--- config.mk ---
export PLATFORM = sky130hd
export DESIGN_NAME = bqf_cfg_regs
export DESIGN_NICKNAME = d
export VERILOG_FILES = /design/src/rtl/core/bqf_pkg.sv /design/src/rtl/core/bqf_cfg_regs.sv
export SDC_FILE = /design/constraint.sdc
export NUM_CORES = 1
export LEC_CHECK = 0
export ABC_CLOCK_PERIOD_IN_PS = 800
export BUFFER_PORTS_ARGS = -buffer_cell sky130_fd_sc_hd__buf_2
export CAP_MARGIN = 20
export CORE_ASPECT_RATIO = 2
export CORE_MARGIN = 2
export CORE_UTILIZATION = 51
export DETAILED_ROUTE_END_ITERATION = 8
export PLACE_DENSITY_LB_ADDON = 0.3
export SYNTH_ARGS = -nofsm -noshare
export SYNTH_HDL_FRONTEND = slang
export SYNTH_SLANG_ARGS = --single-unit
--- constraint.sdc ---
create_clock -name clk -period 0.8 [get_ports clk]
set_input_delay 0.16 -clock clk [delete_from_list [all_inputs] [get_ports clk]]
set_output_delay 0.16 -clock clk [all_outputs]
set_load 0.02 [all_outputs]
--- src/rtl/core/bqf_pkg.sv ---
// shared types, widths and constants of the multichannel biquad filter
package bqf_pkg;

    // field widths
    localparam int SAMPLE_W  = 24;
    localparam int CHANNEL_W = 1;
    localparam int COEF_W    = 32;
    localparam int CFG_IDX_W = 3;

    // arithmetic widths: exact products, five-term sum, rounded quotient
    localparam int FRAC_BITS = 28;
    localparam int PROD_W    = SAMPLE_W + COEF_W;
    localparam int ACC_W     = PROD_W + 3;
    localparam int QUOT_W    = ACC_W - FRAC_BITS;

    // saturation limits of a Q1.23 sample
    localparam logic signed [SAMPLE_W-1:0] SAMPLE_MAX = 24'sh7FFFFF;
    localparam logic signed [SAMPLE_W-1:0] SAMPLE_MIN = 24'sh800000;

    // coefficient values after reset (b0 = 1.0 in Q3.28)
    localparam logic signed [COEF_W-1:0] COEF_B0_RESET = 32'sh1000_0000;
    localparam logic signed [COEF_W-1:0] COEF_ZERO     = 32'sh0000_0000;

    // configuration register indexes
    typedef enum logic [CFG_IDX_W-1:0] {
        REG_COEF_B0 = 3'd0,
        REG_COEF_B1 = 3'd1,
        REG_COEF_B2 = 3'd2,
        REG_COEF_A1 = 3'd3,
        REG_COEF_A2 = 3'd4,
        REG_BYPASS  = 3'd5
    } cfg_reg_t;

    // current coefficient set and mode
    typedef struct packed {
        logic signed [COEF_W-1:0] b0;
        logic signed [COEF_W-1:0] b1;
        logic signed [COEF_W-1:0] b2;
        logic signed [COEF_W-1:0] a1;
        logic signed [COEF_W-1:0] a2;
        logic                     bypass;
    } coef_set_t;

    // history of one channel
    typedef struct packed {
        logic signed [SAMPLE_W-1:0] x1;
        logic signed [SAMPLE_W-1:0] x2;
        logic signed [SAMPLE_W-1:0] y1;
        logic signed [SAMPLE_W-1:0] y2;
    } hist_tap_t;

    // history update request
    typedef struct packed {
        logic                       en;
        logic signed [SAMPLE_W-1:0] x;
        logic signed [SAMPLE_W-1:0] y;
    } hist_upd_t;

endpackage

--- src/rtl/core/bqf_cfg_regs.sv ---
// coefficient and bypass register file of the biquad filter
module bqf_cfg_regs (
    input  logic                            clk,
    input  logic                            rst_n,
    input  logic                            wr_en,
    input  logic [bqf_pkg::CFG_IDX_W-1:0]   wr_index,
    input  logic [bqf_pkg::COEF_W-1:0]      wr_data,
    output bqf_pkg::coef_set_t              coef
);
    import bqf_pkg::*;

    logic signed [COEF_W-1:0] b0_reg;
    logic signed [COEF_W-1:0] b1_reg;
    logic signed [COEF_W-1:0] b2_reg;
    logic signed [COEF_W-1:0] a1_reg;
    logic signed [COEF_W-1:0] a2_reg;
    logic                     bypass_reg;

    // register writes, unknown indexes ignored
    always_ff @(posedge clk or negedge rst_n)
    begin
        if (!rst_n)
        begin
            b0_reg     <= COEF_B0_RESET;
            b1_reg     <= COEF_ZERO;
            b2_reg     <= COEF_ZERO;
            a1_reg     <= COEF_ZERO;
            a2_reg     <= COEF_ZERO;
            bypass_reg <= 1'b0;
        end
        else if (wr_en)
        begin
            case (cfg_reg_t'(wr_index))
                REG_COEF_B0: b0_reg     <= signed'(wr_data);
                REG_COEF_B1: b1_reg     <= signed'(wr_data);
                REG_COEF_B2: b2_reg     <= signed'(wr_data);
                REG_COEF_A1: a1_reg     <= signed'(wr_data);
                REG_COEF_A2: a2_reg     <= signed'(wr_data);
                REG_BYPASS:  bypass_reg <= wr_data[0];
                default:     ;
            endcase
        end
    end

    // pack into the coefficient set
    always_comb
    begin
        coef.b0     = b0_reg;
        coef.b1     = b1_reg;
        coef.b2     = b2_reg;
        coef.a1     = a1_reg;
        coef.a2     = a2_reg;
        coef.bypass = bypass_reg;
    end

endmodule

==> impl_metrics.tcl <==
set metrics [dict create \
    drt_pass1_iterations 4 \
    drv_slew 0 \
    cts_max_path_buffers 2 \
    max_freq_mhz 789.7 \
    clockRootBuffer "clkbuf_16" \
    power.total_mw 33.33 \
    start_kind "register" \
    routed_wl_um 26790 \
    ys_warn_count 0 \
    swShare_pct 32.81 \
    violations "setup timing" \
    synth_fp_nets 385 \
    grt_pass1_vias 5333 \
    ioPinCount 199 \
    synth_cell_types 13 \
    fin_crit_sh_pct 158.3 \
    place_congestion 0.7348 \
    grt_usage_pct 35.82 \
    areaGrowthSynthToFinish_pct 80.85 \
    clk_pin_slew_ps 70 \
    maxSlewHeadroom_pct 73.26 \
    hold_path.class "in2reg" \
    drv_cap 0 \
    die_y_um 160.4 \
    crit_arrival_ps 1110 \
    required_ps 640 \
    rsz0062_at_grt "true" \
    vias_per_cell 5.690 \
    drive_gt1_share_pct 78.23 \
    cp-end-kind "output port" \
    clkPwrFrac_pct 25.3 \
    fin_crit_ps 1266 \
    worst-setup-path-type "reg2out" \
    syn_area_um2 6240 \
    ys_ff_latch 161 \
    drtIter0Drc 382 \
    seq_power_share_pct 35.4 \
    start_util_pct 51.77 \
    cts_tree "done" \
    setup_tns_ps -90470 \
    p_switching_mw 10.94 \
    cts_sinks 161 \
    place_area_um2 7804 \
    numPlacedInstances 695 \
    hpwl_um 10540 \
    skew_ps 0 \
    grt_start_max_net_pins 39 \
    setup_ws_ps -466.3 \
    critPathTopFamily "flip-flops" \
    drtAntennaViolNets 0 \
    final_nets 761 \
    final_area_um2 11280 \
    stdcell_count 882 \
    hold_violations 0 \
    avgSynthCellArea_um2 17.98 \
    drcViolationCount 0 \
    setup_violations 321 \
    coreArea_um2 12050 \
    internal-power_mw 22.39 \
    vias 5019 \
    p_leak_nw 5.593 \
    powerDensity_nw_per_um2 2953 \
    ir_worst_vdd_uv 2271 \
    dieWidth_um 82.22 \
    power_frac_comb_pct 39.2 \
    crit_slowest_cell "dfstp_2" \
    antenna_found_initial 0 \
    worstSkewPairLatency_ps 420 \
    cpPeakStageDelay_ps 560 \
    grt_pass1_wl_um 33180 \
    netlist.area_leader.share_pct 64.17 \
    crit_buf_inv 1 \
    routedWlPerCell_um 30.38 \
    outcome "complete, but fails checks" \
    cts_buffers 17 \
    yosys.area.top_type "dfrtp_1" \
    placement_rows 57 \
    cp_max_fo 2 \
    diodes 0 \
    tightest_slew_ps 400.5 \
    ys_seq_area_share_pct 64.59 \
    crit_chain "buf_6" \
    synth_area_leaders "dfrtp_1 64%, mux2_2 22%, mux2_4 7.2%, buf_6 1.6%, mux2_1 1.6%" \
    reg2reg_slack_ps -280 \
    synthCells 347 \
    die_area_um2 13190 \
    portBuffers 198 \
    overflow 0 \
    htree_levels 4 \
]
[through the flow]
step                setup WS [ps]  utilization (%)  hold slack (ps)
detailed placement         -704.7            64.75            30.37
global route               -498.4            93.63            39.65
finish                     -466.3            93.63            37.89
CTS                        -430.0            90.47            26.00
global placement           -672.4            64.75            32.86
floorplan                  -408.2                -           -135.6
[per-layer routing]
layer  part of all wire, %  vias to the layer above  GRT usage, %  wire length, um
met5                     0                        -             0                0
met3                   7.1                      120         8.202             1897
li1                      -                     1979             -                -
met2                    54                      319         63.38            14580
met4                   6.3                        0         13.48             1677
met1                    32                     2601         40.51             8641
[kinds of logic (layout without fill, tap and decap cells)]
family,after synthesis,count (layout),synth area share (%)
mux,161,161,30.86
simple gates,6,6,1.243
buf+inv,19,407,3.309
flops,161,161,64.59
[cells in the mapped netlist]
library cell  number
nand4b_1           1
buf_6              9
dfrtp_1          160
mux2_4            30
mux2_2           122
buf_2              3
nor4b_4            1
dfstp_2            1
mux2_1             9
nor4bb_1           3
buf_4              4
nand4b_2           1
buf_12             3
[cell type report]
type                            count  area, um2
Multi-Input combinational cell    167       2496
Timing Repair Buffer              376       3979
Tap cell                          147      183.9
Clock inverter                     13      153.9
Sequential cell                   161       4033
Fill cell                         323      768.2
Clock buffer                       18      439.2
[placed cells by master (no fill, tap or decap)]
cell           Yosys  final
buf_8              0      6
inv_6              0      3
inv_8              0      1
bufinv_16          0      2
dfrtp_2            0      2
nor4b_4            1      1
nand4b_1           1      1
dfrtp_1          160    158
clkbuf_8           0      1
dlygate4sd3_1      0      1
clkinvlp_4         0      4
buf_2              3     32
nand4b_4           0      1
nor4bb_4           0      3
buf_4              4    100
buf_16             0      4
buf_6              9    208
dfstp_2            1      1
clkbuf_16          0     20
mux2_4            30    147
clkinv_4           0      3
mux2_2           122     14
buf_12             3     22
[worst paths after layout]
path | from | to | depth (start not counted)
min | wr_data[2] | b2_reg[2] | 2
max reg2reg | b0_reg[21] | b0_reg[21] | 3
max in group asynchronous | rst_n | b1_reg[9] | 3
min reg2reg | bypass_reg | bypass_reg | 1
max | b0_reg[28] | coef[157] | 1
min in group asynchronous | rst_n | b1_reg[22] | 2
[what timing repair did]
action	4_1_cts	5_1_grt
gates resized for setup	415	75
cloned	13	3
pin swaps	5	2
setup endpoints to repair	305	321
hold buffers	1	0
hold endpoints to repair	161	0
buffers inserted	106	74
[power groups by stage]
| stage | logic, mW | clock network [mW] | registers (mW) |
|---|---|---|---|
| after floorplan | 2.38 | 0 | 13.2 |
| after global placement | 7.26 | 0 | 11.0 |
| after detailed placement | 7.42 | 0 | 11.1 |
| after CTS | 11.4 | 8.26 | 11.4 |
| after global routing | 13.5 | 8.79 | 11.9 |
| final | 13.1 | 8.44 | 11.8 |
Note: power is estimated with default switching activity, not from simulation.
