File: config.mk
export PLATFORM = sky130hd
export DESIGN_NAME = bqf_history
export DESIGN_NICKNAME = d
export VERILOG_FILES = /design/src/rtl/core/bqf_pkg.sv /design/src/rtl/core/bqf_history.sv
export SDC_FILE = /design/constraint.sdc
export NUM_CORES = 1
export LEC_CHECK = 0
export BUFFER_PORTS_ARGS = -buffer_cell sky130_fd_sc_hd__buf_2
export CAP_MARGIN = 20
export CORE_ASPECT_RATIO = 1.1
export CORE_MARGIN = 2
export CORE_UTILIZATION = 60
export CTS_BUF_LIST = sky130_fd_sc_hd__clkbuf_8
export DETAILED_ROUTE_END_ITERATION = 7
export PLACE_DENSITY = 0.88
export SLEW_MARGIN = 0
export SYNTH_ARGS = -nofsm -noshare
export SYNTH_HDL_FRONTEND = slang
export SYNTH_SLANG_ARGS = --single-unit
File: constraint.sdc
create_clock -name clk -period 4.34 [get_ports clk]
set_input_delay 0.868 -clock clk [delete_from_list [all_inputs] [get_ports clk]]
set_output_delay 0.868 -clock clk [all_outputs]
set_load 0.005 [all_outputs]
File: src/rtl/core/bqf_pkg.sv
// shared types, widths and constants of the multichannel biquad filter
package bqf_pkg;

    // field widths
    localparam int SAMPLE_W  = 24;
    localparam int CHANNEL_W = 1;
    localparam int COEF_W    = 32;
    localparam int CFG_IDX_W = 3;

    // arithmetic widths: exact products, five-term sum, rounded quotient
    localparam int FRAC_BITS = 28;
    localparam int PROD_W    = SAMPLE_W + COEF_W;
    localparam int ACC_W     = PROD_W + 3;
    localparam int QUOT_W    = ACC_W - FRAC_BITS;

    // saturation limits of a Q1.23 sample
    localparam logic signed [SAMPLE_W-1:0] SAMPLE_MAX = 24'sh7FFFFF;
    localparam logic signed [SAMPLE_W-1:0] SAMPLE_MIN = 24'sh800000;

    // coefficient values after reset (b0 = 1.0 in Q3.28)
    localparam logic signed [COEF_W-1:0] COEF_B0_RESET = 32'sh1000_0000;
    localparam logic signed [COEF_W-1:0] COEF_ZERO     = 32'sh0000_0000;

    // configuration register indexes
    typedef enum logic [CFG_IDX_W-1:0] {
        REG_COEF_B0 = 3'd0,
        REG_COEF_B1 = 3'd1,
        REG_COEF_B2 = 3'd2,
        REG_COEF_A1 = 3'd3,
        REG_COEF_A2 = 3'd4,
        REG_BYPASS  = 3'd5
    } cfg_reg_t;

    // current coefficient set and mode
    typedef struct packed {
        logic signed [COEF_W-1:0] b0;
        logic signed [COEF_W-1:0] b1;
        logic signed [COEF_W-1:0] b2;
        logic signed [COEF_W-1:0] a1;
        logic signed [COEF_W-1:0] a2;
        logic                     bypass;
    } coef_set_t;

    // history of one channel
    typedef struct packed {
        logic signed [SAMPLE_W-1:0] x1;
        logic signed [SAMPLE_W-1:0] x2;
        logic signed [SAMPLE_W-1:0] y1;
        logic signed [SAMPLE_W-1:0] y2;
    } hist_tap_t;

    // history update request
    typedef struct packed {
        logic                       en;
        logic signed [SAMPLE_W-1:0] x;
        logic signed [SAMPLE_W-1:0] y;
    } hist_upd_t;

endpackage

File: src/rtl/core/bqf_history.sv
// per-channel delay line of past inputs and outputs
module bqf_history #(
    parameter int CHANNELS = 2
) (
    input  logic                              clk,
    input  logic                              rst_n,
    input  logic [bqf_pkg::CHANNEL_W-1:0]     channel,
    input  bqf_pkg::hist_upd_t                upd,
    output bqf_pkg::hist_tap_t                taps
);
    import bqf_pkg::*;

    localparam int CH_W = (CHANNELS > 1) ? $clog2(CHANNELS) : 1;

    logic [31:0]                ch_wide;
    logic [CH_W-1:0]            idx;
    logic signed [SAMPLE_W-1:0] x1_reg [CHANNELS];
    logic signed [SAMPLE_W-1:0] x2_reg [CHANNELS];
    logic signed [SAMPLE_W-1:0] y1_reg [CHANNELS];
    logic signed [SAMPLE_W-1:0] y2_reg [CHANNELS];

    // out-of-range channels share the last channel's history
    always_comb
    begin
        ch_wide = 32'(channel);
        if (ch_wide >= 32'(CHANNELS))
            idx = CH_W'(CHANNELS - 1);
        else
            idx = CH_W'(ch_wide);
    end

    // read the selected channel
    always_comb
    begin
        taps.x1 = x1_reg[idx];
        taps.x2 = x2_reg[idx];
        taps.y1 = y1_reg[idx];
        taps.y2 = y2_reg[idx];
    end

    // shift the selected channel's delay line
    always_ff @(posedge clk or negedge rst_n)
    begin
        if (!rst_n)
        begin
            for (int c = 0; c < CHANNELS; c++)
            begin
                x1_reg[c] <= '0;
                x2_reg[c] <= '0;
                y1_reg[c] <= '0;
                y2_reg[c] <= '0;
            end
        end
        else if (upd.en)
        begin
            x2_reg[idx] <= x1_reg[idx];
            x1_reg[idx] <= upd.x;
            y2_reg[idx] <= y1_reg[idx];
            y1_reg[idx] <= upd.y;
        end
    end

endmodule

==> reports/metrics.yaml, run 1 <==
clocking:
  clkLatencyLatePin_ns: 0.47
  cts_tree: "done"
  tritoncts.num_buffers: 17
  clk_root_buffer_cell: "clkbuf_8"
  ctsHoldBuffers: 0
  cts_resized: 0
  clk_pin_slew_worst_paths_ns: 0.09
  postCtsSetupBuffers: 0
  cts_htree_levels: 4
  clock_path_buffers: 2
  tritoncts_num_sinks: 192
sta:
  timing.final.ws_setup_ns: 0.982
  worst_clock_skew_ns: 0.00498
  period_share_pct: 77.4
  timing.final.crit_period_ns: 3.36
  grt_setup_unrepaired: "no"
  worst-slew-pin-transition_ns: 0.951
  timing.fmax_mhz: 298
  drv_slew: 0
  setup-tns-final_ns: 0
  final_hold_viol_count: 0
  setup_viol: 0
  relative_slew_margins_pct: 36.6
floorplan:
  die_ar_mm2: 0.0151
  ios: 148
  die-height_um: 129
  dieWidth_um: 117
  initial_core_util_pct: 61.4
  design.core.area_mm2: 0.0138
  placementRows: 45
setup_path:
  worst_setup_path_start_kind: "input pin"
  critPathMostFrequentCell: "buf_4"
  critical_path.reg2reg.endpoint: "y1_reg[24]$_DFFE_PN0P_"
  worstPathBufferInverterCount: 3
  rr_startpoint: "y1_reg[24]$_DFFE_PN0P_"
  crit_slowest_cell: "buf_4"
  r2r.worst_path.cells: 1
  criticalPathCategory: "input pin to primary output"
  worstSetupStartpoint: "channel"
  critPathCaptureType: "primary output"
  timing.critical_path.max_delay_family: "buffers and inverters"
  max_stage_delay_ns: 0.69
  timing.critical_path.fanout_max: 68
  ff_to_ff_setup_slack_ns: 3.52
  crit_arrival_ns: 2.49
  timing.critical_path.cells: "buf_4 > buf_4 > mux2_2 > buf_2"
  cp_data_required_time_ns: 3.47
pwr:
  worst_ir_drop_vdd_v: 0.000251
  pwr-share-seq_pct: 50.6
  comb_power_share_pct: 21.2
  sw_share_pct: 25.6
  clk_network_pwr_share_pct: 28.3
  power.leakage_nw: 4.42
  internal_power_mw: 3.46
  net-switching-power_mw: 1.19
  power_density_mw_per_mm2: 478
place:
  place.gp.congestion: 0.740
  placement.io_buffers: 147
  dpl_worst_slack_ns: 0.963
  dp_hpwl_um: 10300
detailed_routing:
  postRouteWirelength_um: 15800
  via_count: 4668
  antenna_left: 0
  drc: 0
  drt_first_iter_violations: 170
  detail_route.first_pass.iterations: 4
  drt-vias-per-instance: 5.44
  wl_per_cell_um: 18.4
global_route:
  maximum_number_of_pins_on_one_net_before_global_route_repair: 108
  grt_pass1_wl_um: 25600
  grt_antenna_before_repair: 1
  global_route.overflow_total: 0
  global_route.usage.total_pct: 22.3
  number_of_global_route_vias_before_repair: 5033
logic_synthesis:
  post_synth_inst_count: 514
  synth-seq-cells: 192
  yosysSeqAreaShare_pct: 56.7
  post_synth_instance_area_mm2: 0.00847
  post_synthesis_net_count: 566
  ys_types: 10
  avgSynthCellArea_um2: 16.5
  synth_warnings: 0
worst_hold_path:
  worst_hold_startpoint: "x2_reg[15]$_DFFE_PN0P_"
  type_of_the_most_critical_hold_path: "register to register"
  hold_depth: 1
  whs_endpoint: "x2_reg[15]$_DFFE_PN0P_"
final_layout:
  nFillCells: 902
  final_util_pct: 70.6
  layout-area-overhead-vs-synth_pct: 15.0
  finish.net_count: 708
  post_route_cells_drive_above_1_share_pct: 71.2
status:
  status: "finished clean"
run:
  max-cap-violations: 0
==> per-stage QoR <==
step                      hold slack (ns)  std cells  cell area [um2]  power, mW
after floorplan                     0.474        514             8470       2.97
after global placement              0.482        825             9280       3.30
after detailed placement            0.487        825             9280       3.38
after CTS                           0.509        857             9740       4.70
after global routing                0.517        857             9740       4.90
final                               0.505        858             9740       4.65
==> kinds of logic (layout without fill, tap and decap cells) <==
kind of cell	Yosys count	in the layout	synth area share [%]
buffers and inverters	32	187	3.09
flip-flops	192	192	56.7
other	0	1	0
AND/OR/NAND/NOR	2	2	0.148
multiplexers	288	288	40.1
==> power by group through the flow <==
stage / Combinational (mW) / Clock [mW] / Sequential, mW
floorplan: 0.668 / 0 / 2.30
global placement: 0.951 / 0 / 2.35
detailed placement: 0.994 / 0 / 2.38
CTS: 1.00 / 1.35 / 2.35
global route: 1.08 / 1.42 / 2.40
finish: 0.984 / 1.31 / 2.35
==> worst max-delay path by stage <==
| stage | depth (start not counted) | end |
|---|---|---|
| after floorplan | 4 | taps[24] |
| after global placement | 4 | taps[63] |
| after detailed placement | 4 | taps[6] |
| after CTS | 4 | taps[6] |
| after global routing | 4 | taps[6] |
| final | 4 | taps[6] |
==> synthesized netlist by cell type, drive strengths merged <==
cell type,instances,area [um2]
buf,32,262
mux2,288,3390
nand2,1,6.26
nor2b,1,6.26
dfrtp,192,4800
==> cell usage in the layout, fill, tap and decap left out <==
master,n
buf_4,8
clkinvlp_4,5
buf_6,1
clkbuf_8,18
clkinv_4,1
inv_6,1
mux2_4,40
diode_2,1
buf_12,1
buf_2,145
nand2_4,1
mux2_2,248
dfrtp_1,192
bufinv_16,5
nor2b_4,1
inv_1,1
clkinv_2,1
==> layout make-up <==
type	instances	area, um2	area share (%)
Antenna cell	1	2.50	0.0257
Clock buffer	18	248	2.54
Clock inverter	14	214	2.20
Multi-Input combinational cell	290	3420	35.1
Sequential cell	192	4800	49.3
Tap cell	188	235	2.42
Timing Repair Buffer	155	817	8.39
==> metal layers <==
layer / wire length (um) / global-route usage [%] / vias to the layer above
li1: - / - / 2124
met1: 6750 / 28.0 / 2393
met2: 7790 / 35.9 / 124
met3: 971 / 7.16 / 27
met4: 298 / 8.79 / 0
met5: 0 / 0 / -
(Power assumes the default switching activity.)
==> inputs of run 2 (changes only) <==
--- a/config.mk
+++ b/config.mk
@@ -9,10 +9,10 @@
 export CAP_MARGIN = 20
 export CORE_ASPECT_RATIO = 1.1
 export CORE_MARGIN = 2
-export CORE_UTILIZATION = 60
+export CORE_UTILIZATION = 52
 export CTS_BUF_LIST = sky130_fd_sc_hd__clkbuf_8
 export DETAILED_ROUTE_END_ITERATION = 7
-export PLACE_DENSITY = 0.88
+export PLACE_DENSITY = 0.81
 export SLEW_MARGIN = 0
 export SYNTH_ARGS = -nofsm -noshare
 export SYNTH_HDL_FRONTEND = slang
==> constraint.sdc (replaced) <==
create_clock -name clk -period 2.72 [get_ports clk]
set_input_delay 0.544 -clock clk [delete_from_list [all_inputs] [get_ports clk]]
set_output_delay 0.544 -clock clk [all_outputs]
set_load 0.005 [all_outputs]
==> reports/metrics.yaml, run 2 (synthesis gave the netlist of run 1 again) <==
place:
  placement.io_buffers: 147  # unchanged
  place.gp.congestion: 0.751  # was 0.740
  dp_hpwl_um: 10800  # was 10300 um
  dpl_worst_slack_ns: 0.436  # was 0.963 ns
sta:
  relative_slew_margins_pct: 61.1  # was 36.6%
  period_share_pct: 83.5
  timing.final.ws_setup_ns: 0.449  # was 0.982 ns
  timing.fmax_mhz: 440
  setup-tns-final_ns: 0  # unchanged
  timing.final.crit_period_ns: 2.27
  setup_viol: 0  # unchanged
  grt_setup_unrepaired: "no"  # unchanged
  final_hold_viol_count: 0  # unchanged
  drv_slew: 0  # unchanged
  worst-slew-pin-transition_ns: 0.583  # was 0.951 ns
  worst_clock_skew_ns: 0.0115  # was 0.00498 ns
clocking:
  cts_tree: "done"  # unchanged
  tritoncts_num_sinks: 192  # unchanged
  cts_htree_levels: 4  # unchanged
  clk_root_buffer_cell: "clkbuf_8"  # unchanged
  tritoncts.num_buffers: 17  # unchanged
  postCtsSetupBuffers: 0  # unchanged
  clkLatencyLatePin_ns: 0.45  # was 0.47 ns
  ctsHoldBuffers: 0  # unchanged
  cts_resized: 0  # unchanged
  clock_path_buffers: 2  # unchanged
  clk_pin_slew_worst_paths_ns: 0.09  # about the same
detailed_routing:
  drt_first_iter_violations: 139  # was 170
  postRouteWirelength_um: 16000  # was 15800 um
  wl_per_cell_um: 18.3  # was 18.4 um
  drc: 0  # unchanged
  via_count: 4700  # was 4668
  detail_route.first_pass.iterations: 4  # unchanged
  drt-vias-per-instance: 5.38  # was 5.44
  antenna_left: 0  # unchanged
final_layout:
  post_route_cells_drive_above_1_share_pct: 71.1  # was 71.2%
  mostFrequentLayoutCells: "mux2_2, dfrtp_1, buf_2"  # unchanged
  mostFrequentLayoutCell: "mux2_2"  # unchanged
  finish.net_count: 711  # was 708
  layout-area-overhead-vs-synth_pct: 15.3  # was 15.0%
  nFillCells: 1212  # was 902
global_route:
  maximum_number_of_pins_on_one_net_before_global_route_repair: 66  # was 108
  global_route.overflow_total: 0  # unchanged
  grt_antenna_before_repair: 1  # unchanged
  number_of_global_route_vias_before_repair: 5219  # was 5033
  grt_pass1_wl_um: 26600  # was 25600 um
  global_route.usage.total_pct: 19.4  # was 22.3%
floorplan:
  ios: 148  # unchanged
  placementRows: 48  # was 45
  design.core.area_mm2: 0.0158  # was 0.0138 mm2
  initial_core_util_pct: 53.6  # was 61.4%
  die-height_um: 138  # was 129 um
  dieWidth_um: 126  # was 117 um
  die_ar_mm2: 0.0173  # was 0.0151 mm2
status:
  status: "finished clean"  # unchanged
setup_path:
  crit_arrival_ns: 1.73  # was 2.49 ns
  cp_data_required_time_ns: 2.18  # was 3.47 ns
  criticalPathCategory: "input pin to primary output"  # unchanged
  worst_setup_path_start_kind: "input pin"  # unchanged
  timing.critical_path.fanout_max: 22  # was 68
  worstSetupStartpoint: "channel"  # unchanged
  ff_to_ff_setup_slack_ns: 1.91  # was 3.52 ns
  critPathCaptureType: "primary output"  # unchanged
  rr_startpoint: "x1_reg[42]$_DFFE_PN0P_"  # was y1_reg[24]$_DFFE_PN0P_
  critical_path.reg2reg.endpoint: "x1_reg[42]$_DFFE_PN0P_"  # was y1_reg[24]$_DFFE_PN0P_
  r2r.worst_path.cells: 1  # unchanged
  critical_path.endpoint: "taps[87]"  # was taps[6]
pwr:
  power_density_mw_per_mm2: 731  # was 478 mW/mm2
  worst_ir_drop_vdd_v: 0.000359  # was 0.000251 V
  power.leakage_nw: 4.44  # was 4.42 nW
run:
  max-cap-violations: 0  # unchanged
worst_hold_path:
  type_of_the_most_critical_hold_path: "input pin to async pin"  # was register to register
[run 2: cell types whose count changed in the layout (fill, tap and decap cells not counted), moves of 2 or more]
| cell | delta |
|---|---|
| bufinv_16 | -3 |
| buf_12 | +5 |
| clkinv_2 | +2 |
| clkinvlp_4 | -3 |
| clkinv_4 | +2 |
| buf_4 | -2 |
[run 2: final cells by class]
class | instances | area [um2] | share of cell area (%)
flip-flops and latches | 192 | 4800 | 49.2
multi-input cells | 290 | 3420 | 35.0
clock inverters | 14 | 141 | 1.45
clock buffers | 18 | 248 | 2.54
diodes | 1 | 2.50 | 0.0256
repair buffers | 158 | 902 | 9.24
well taps | 200 | 250 | 2.56
[run 2: worst min-delay path by stage]
stage / start / endpoint / cells past startpoint
2_1_floorplan: rst_n / x1_reg[0]$_DFFE_PN0P_ / 0
3_3_place_gp: y2_reg[13]$_DFFE_PN0P_ / y2_reg[13]$_DFFE_PN0P_ / 1
3_5_place_dp: x2_reg[19]$_DFFE_PN0P_ / x2_reg[19]$_DFFE_PN0P_ / 1
4_1_cts: rst_n / x2_reg[35]$_DFFE_PN0P_ / 1
5_1_grt: rst_n / x2_reg[35]$_DFFE_PN0P_ / 1
6_report: rst_n / x1_reg[39]$_DFFE_PN0P_ / 1
[run 2: where the power goes]
group	switching (mW)	total [mW]	internal, mW	leakage (nW)
registers	0.335	3.74	3.41	2.26
logic	0.580	1.59	1.01	1.98
clock network	0.968	1.81	0.839	0.202
[run 2: layer usage]
layer	global-route usage [%]	routed length (um)	vias to the layer above
li1	-	-	2134
met1	24.1	6940	2428
met2	32.3	7870	124
met3	6.52	1060	14
met4	6.17	139	0
met5	0	0	-
[run 2: per-stage QoR]
stage | area, um2 | hold slack, ns | utilization (%) | power (mW) | instances
after floorplan | 8470 | 0.248 | - | 4.74 | 514
after global placement | 9380 | 0.482 | 59.4 | 5.28 | 840
after detailed placement | 9380 | 0.488 | 59.4 | 5.41 | 840
after CTS | 9760 | 0.0473 | 61.8 | 7.24 | 872
after global routing | 9760 | 0.0724 | 61.8 | 7.53 | 872
final | 9770 | 0.0650 | 61.8 | 7.14 | 873
[run 2: critical path: stages]
cell and delay, ns:
buf_4 0.30, buf_4 0.36, mux2_2 0.38, buf_2 0.13
==> inputs of run 3 (changes only) <==
==> constraint.sdc (replaced) <==
create_clock -name clk -period 2 [get_ports clk]
set_input_delay 0.4 -clock clk [delete_from_list [all_inputs] [get_ports clk]]
set_output_delay 0.4 -clock clk [all_outputs]
set_load 0.005 [all_outputs]
==> reports/metrics.yaml, run 3 (synthesis gave the netlist of run 1 again) <==
setup_path:
  crit_slowest_cell: "mux2_2"  # unchanged
  criticalPathCategory: "input pin to primary output"  # unchanged
  max_stage_delay_ns: 0.40  # was 0.38 ns
  timing.critical_path.fanout_max: 42  # was 22
  timing.critical_path.max_delay_family: "buffers and inverters"  # unchanged
  critPathCaptureType: "primary output"  # unchanged
  worstPathBufferInverterCount: 3  # unchanged
  cp_data_required_time_ns: 1.60  # was 2.18 ns
  crit_arrival_ns: 1.33  # was 1.73 ns
  ff_to_ff_setup_slack_ns: 1.20  # was 1.91 ns
  timing.critical_path.cells: "buf_4 > buf_12 > mux2_2 > buf_2"  # was buf_4 > buf_4 > mux2_2 > buf_2
  worst_setup_path_start_kind: "input pin"  # unchanged
sta:
  setup-tns-final_ns: 0  # unchanged
  drv_slew: 0  # unchanged
  worst_clock_skew_ns: 0.00633  # was 0.0115 ns
  relative_slew_margins_pct: 68.2  # was 61.1%
  grt_setup_unrepaired: "no"  # unchanged
  worst-slew-pin-transition_ns: 0.477  # was 0.583 ns
  timing.fmax_mhz: 577
  period_share_pct: 86.6
  setup_viol: 0  # unchanged
  timing.final.crit_period_ns: 1.73
  final_hold_viol_count: 0  # unchanged
final_layout:
  final_util_pct: 62.8  # was 61.8%
  finish.net_count: 720  # was 711
  mostFrequentLayoutCells: "mux2_2, dfrtp_1, buf_2"  # unchanged
  layout-area-overhead-vs-synth_pct: 17.1  # was 15.3%
  post_route_cells_drive_above_1_share_pct: 71.2  # was 71.1%
  mostFrequentLayoutCell: "mux2_2"  # unchanged
  nFillCells: 1190  # was 1212
floorplan:
  placementRows: 48  # unchanged
  die-height_um: 138  # unchanged
  design.core.area_mm2: 0.0158  # unchanged
  initial_core_util_pct: 53.6  # unchanged
  ios: 148  # unchanged
  die_ar_mm2: 0.0173  # unchanged
  dieWidth_um: 126  # unchanged
global_route:
  global_route.usage.total_pct: 19.5  # was 19.4%
  grt_pass1_wl_um: 26800  # was 26600 um
  number_of_global_route_vias_before_repair: 5242  # was 5219
  maximum_number_of_pins_on_one_net_before_global_route_repair: 49  # was 66
  grt_antenna_before_repair: 2  # was 1
  global_route.overflow_total: 0  # unchanged
pwr:
  worst_ir_drop_vdd_v: 0.000549  # was 0.000359 V
  power.leakage_nw: 4.52  # was 4.44 nW
  power_density_mw_per_mm2: 973  # was 731 mW/mm2
detailed_routing:
  antenna_left: 0  # unchanged
  via_count: 4702  # was 4700
  wl_per_cell_um: 18.2  # was 18.3 um
  postRouteWirelength_um: 16100  # was 16000 um
  drt_first_iter_violations: 195  # was 139
  detail_route.first_pass.iterations: 5  # was 4
  drt-vias-per-instance: 5.33  # was 5.38
  drc: 0  # unchanged
clocking:
  cts_resized: 0  # unchanged
  ctsHoldBuffers: 1  # was 0
  clock_path_buffers: 2  # unchanged
  postCtsSetupBuffers: 0  # unchanged
  clk_root_buffer_cell: "clkbuf_8"  # unchanged
  clkLatencyLatePin_ns: 0.44  # was 0.45 ns
  tritoncts_num_sinks: 192  # unchanged
  cts_tree: "done"  # unchanged
  cts_htree_levels: 4  # unchanged
  tritoncts.num_buffers: 17  # unchanged
  clk_pin_slew_worst_paths_ns: 0.09  # about the same
place:
  placement.io_buffers: 147  # unchanged
  place.gp.congestion: 0.770  # was 0.751
  dp_hpwl_um: 11300  # was 10800 um
status:
  status: "finished clean"  # unchanged
run:
  max-cap-violations: 0  # unchanged
worst_hold_path:
  type_of_the_most_critical_hold_path: "input pin to register"  # was input pin to async pin
[run 3: changes by cell type in the layout (fill, tap and decap cells not counted)]
cell / previous run / this run
clkinv_4: 3 / 1
dlygate4sd3_1: 0 / 1
inv_1: 2 / 3
bufinv_16: 2 / 1
buf_12: 6 / 14
clkinv_2: 3 / 4
inv_6: 2 / 1
clkbuf_8: 18 / 20
[run 3: area by class of cell]
class	count	area, um2	area share (%)
sequential	192	4800	48.4
clock buffer	20	275	2.78
antenna	1	2.50	0.0252
tap	200	250	2.52
multi-input combinational	290	3420	34.5
timing repair buffer	167	1070	10.8
clock inverter	12	93.8	0.946
[run 3: final timing paths]
check | endpoint | depth (start not counted) | startpoint
setup / recovery | taps[22] | 4 | channel
hold / removal | y1_reg[12]$_DFFE_PN0P_ | 2 | upd[12]
setup reg to reg | x1_reg[37]$_DFFE_PN0P_ | 1 | x1_reg[37]$_DFFE_PN0P_
hold reg to reg | y2_reg[24]$_DFFE_PN0P_ | 1 | y2_reg[24]$_DFFE_PN0P_
max in group asynchronous | y1_reg[26]$_DFFE_PN0P_ | 3 | rst_n
min in group asynchronous | x2_reg[15]$_DFFE_PN0P_ | 2 | rst_n
[run 3: layer usage]
layer	wire length, um	track usage, %	up-vias
met4	106	4.63	2
met5	7	0	-
met3	1050	5.98	9
met1	7100	25.3	2416
met2	7820	32.3	122
li1	-	-	2153
[run 3: through the flow]
step	cell area, um2	hold slack, ns	cells	power, mW	setup WS [ns]
5_1_grt	9910	0.163	881	10.2	0.232
3_5_place_dp	9540	0.373	848	7.40	0.240
2_1_floorplan	8470	0.104	514	6.44	0.318
4_1_cts	9910	0.169	881	9.76	0.275
3_3_place_gp	9540	0.363	848	7.22	0.264
6_report	9920	0.201	882	9.65	0.267
[run 3: power breakdown]
group | switching [mW] | internal [mW]
Clock | 1.28 | 1.07
Combinational | 0.803 | 1.40
Sequential | 0.456 | 4.64
Total | 2.54 | 7.11
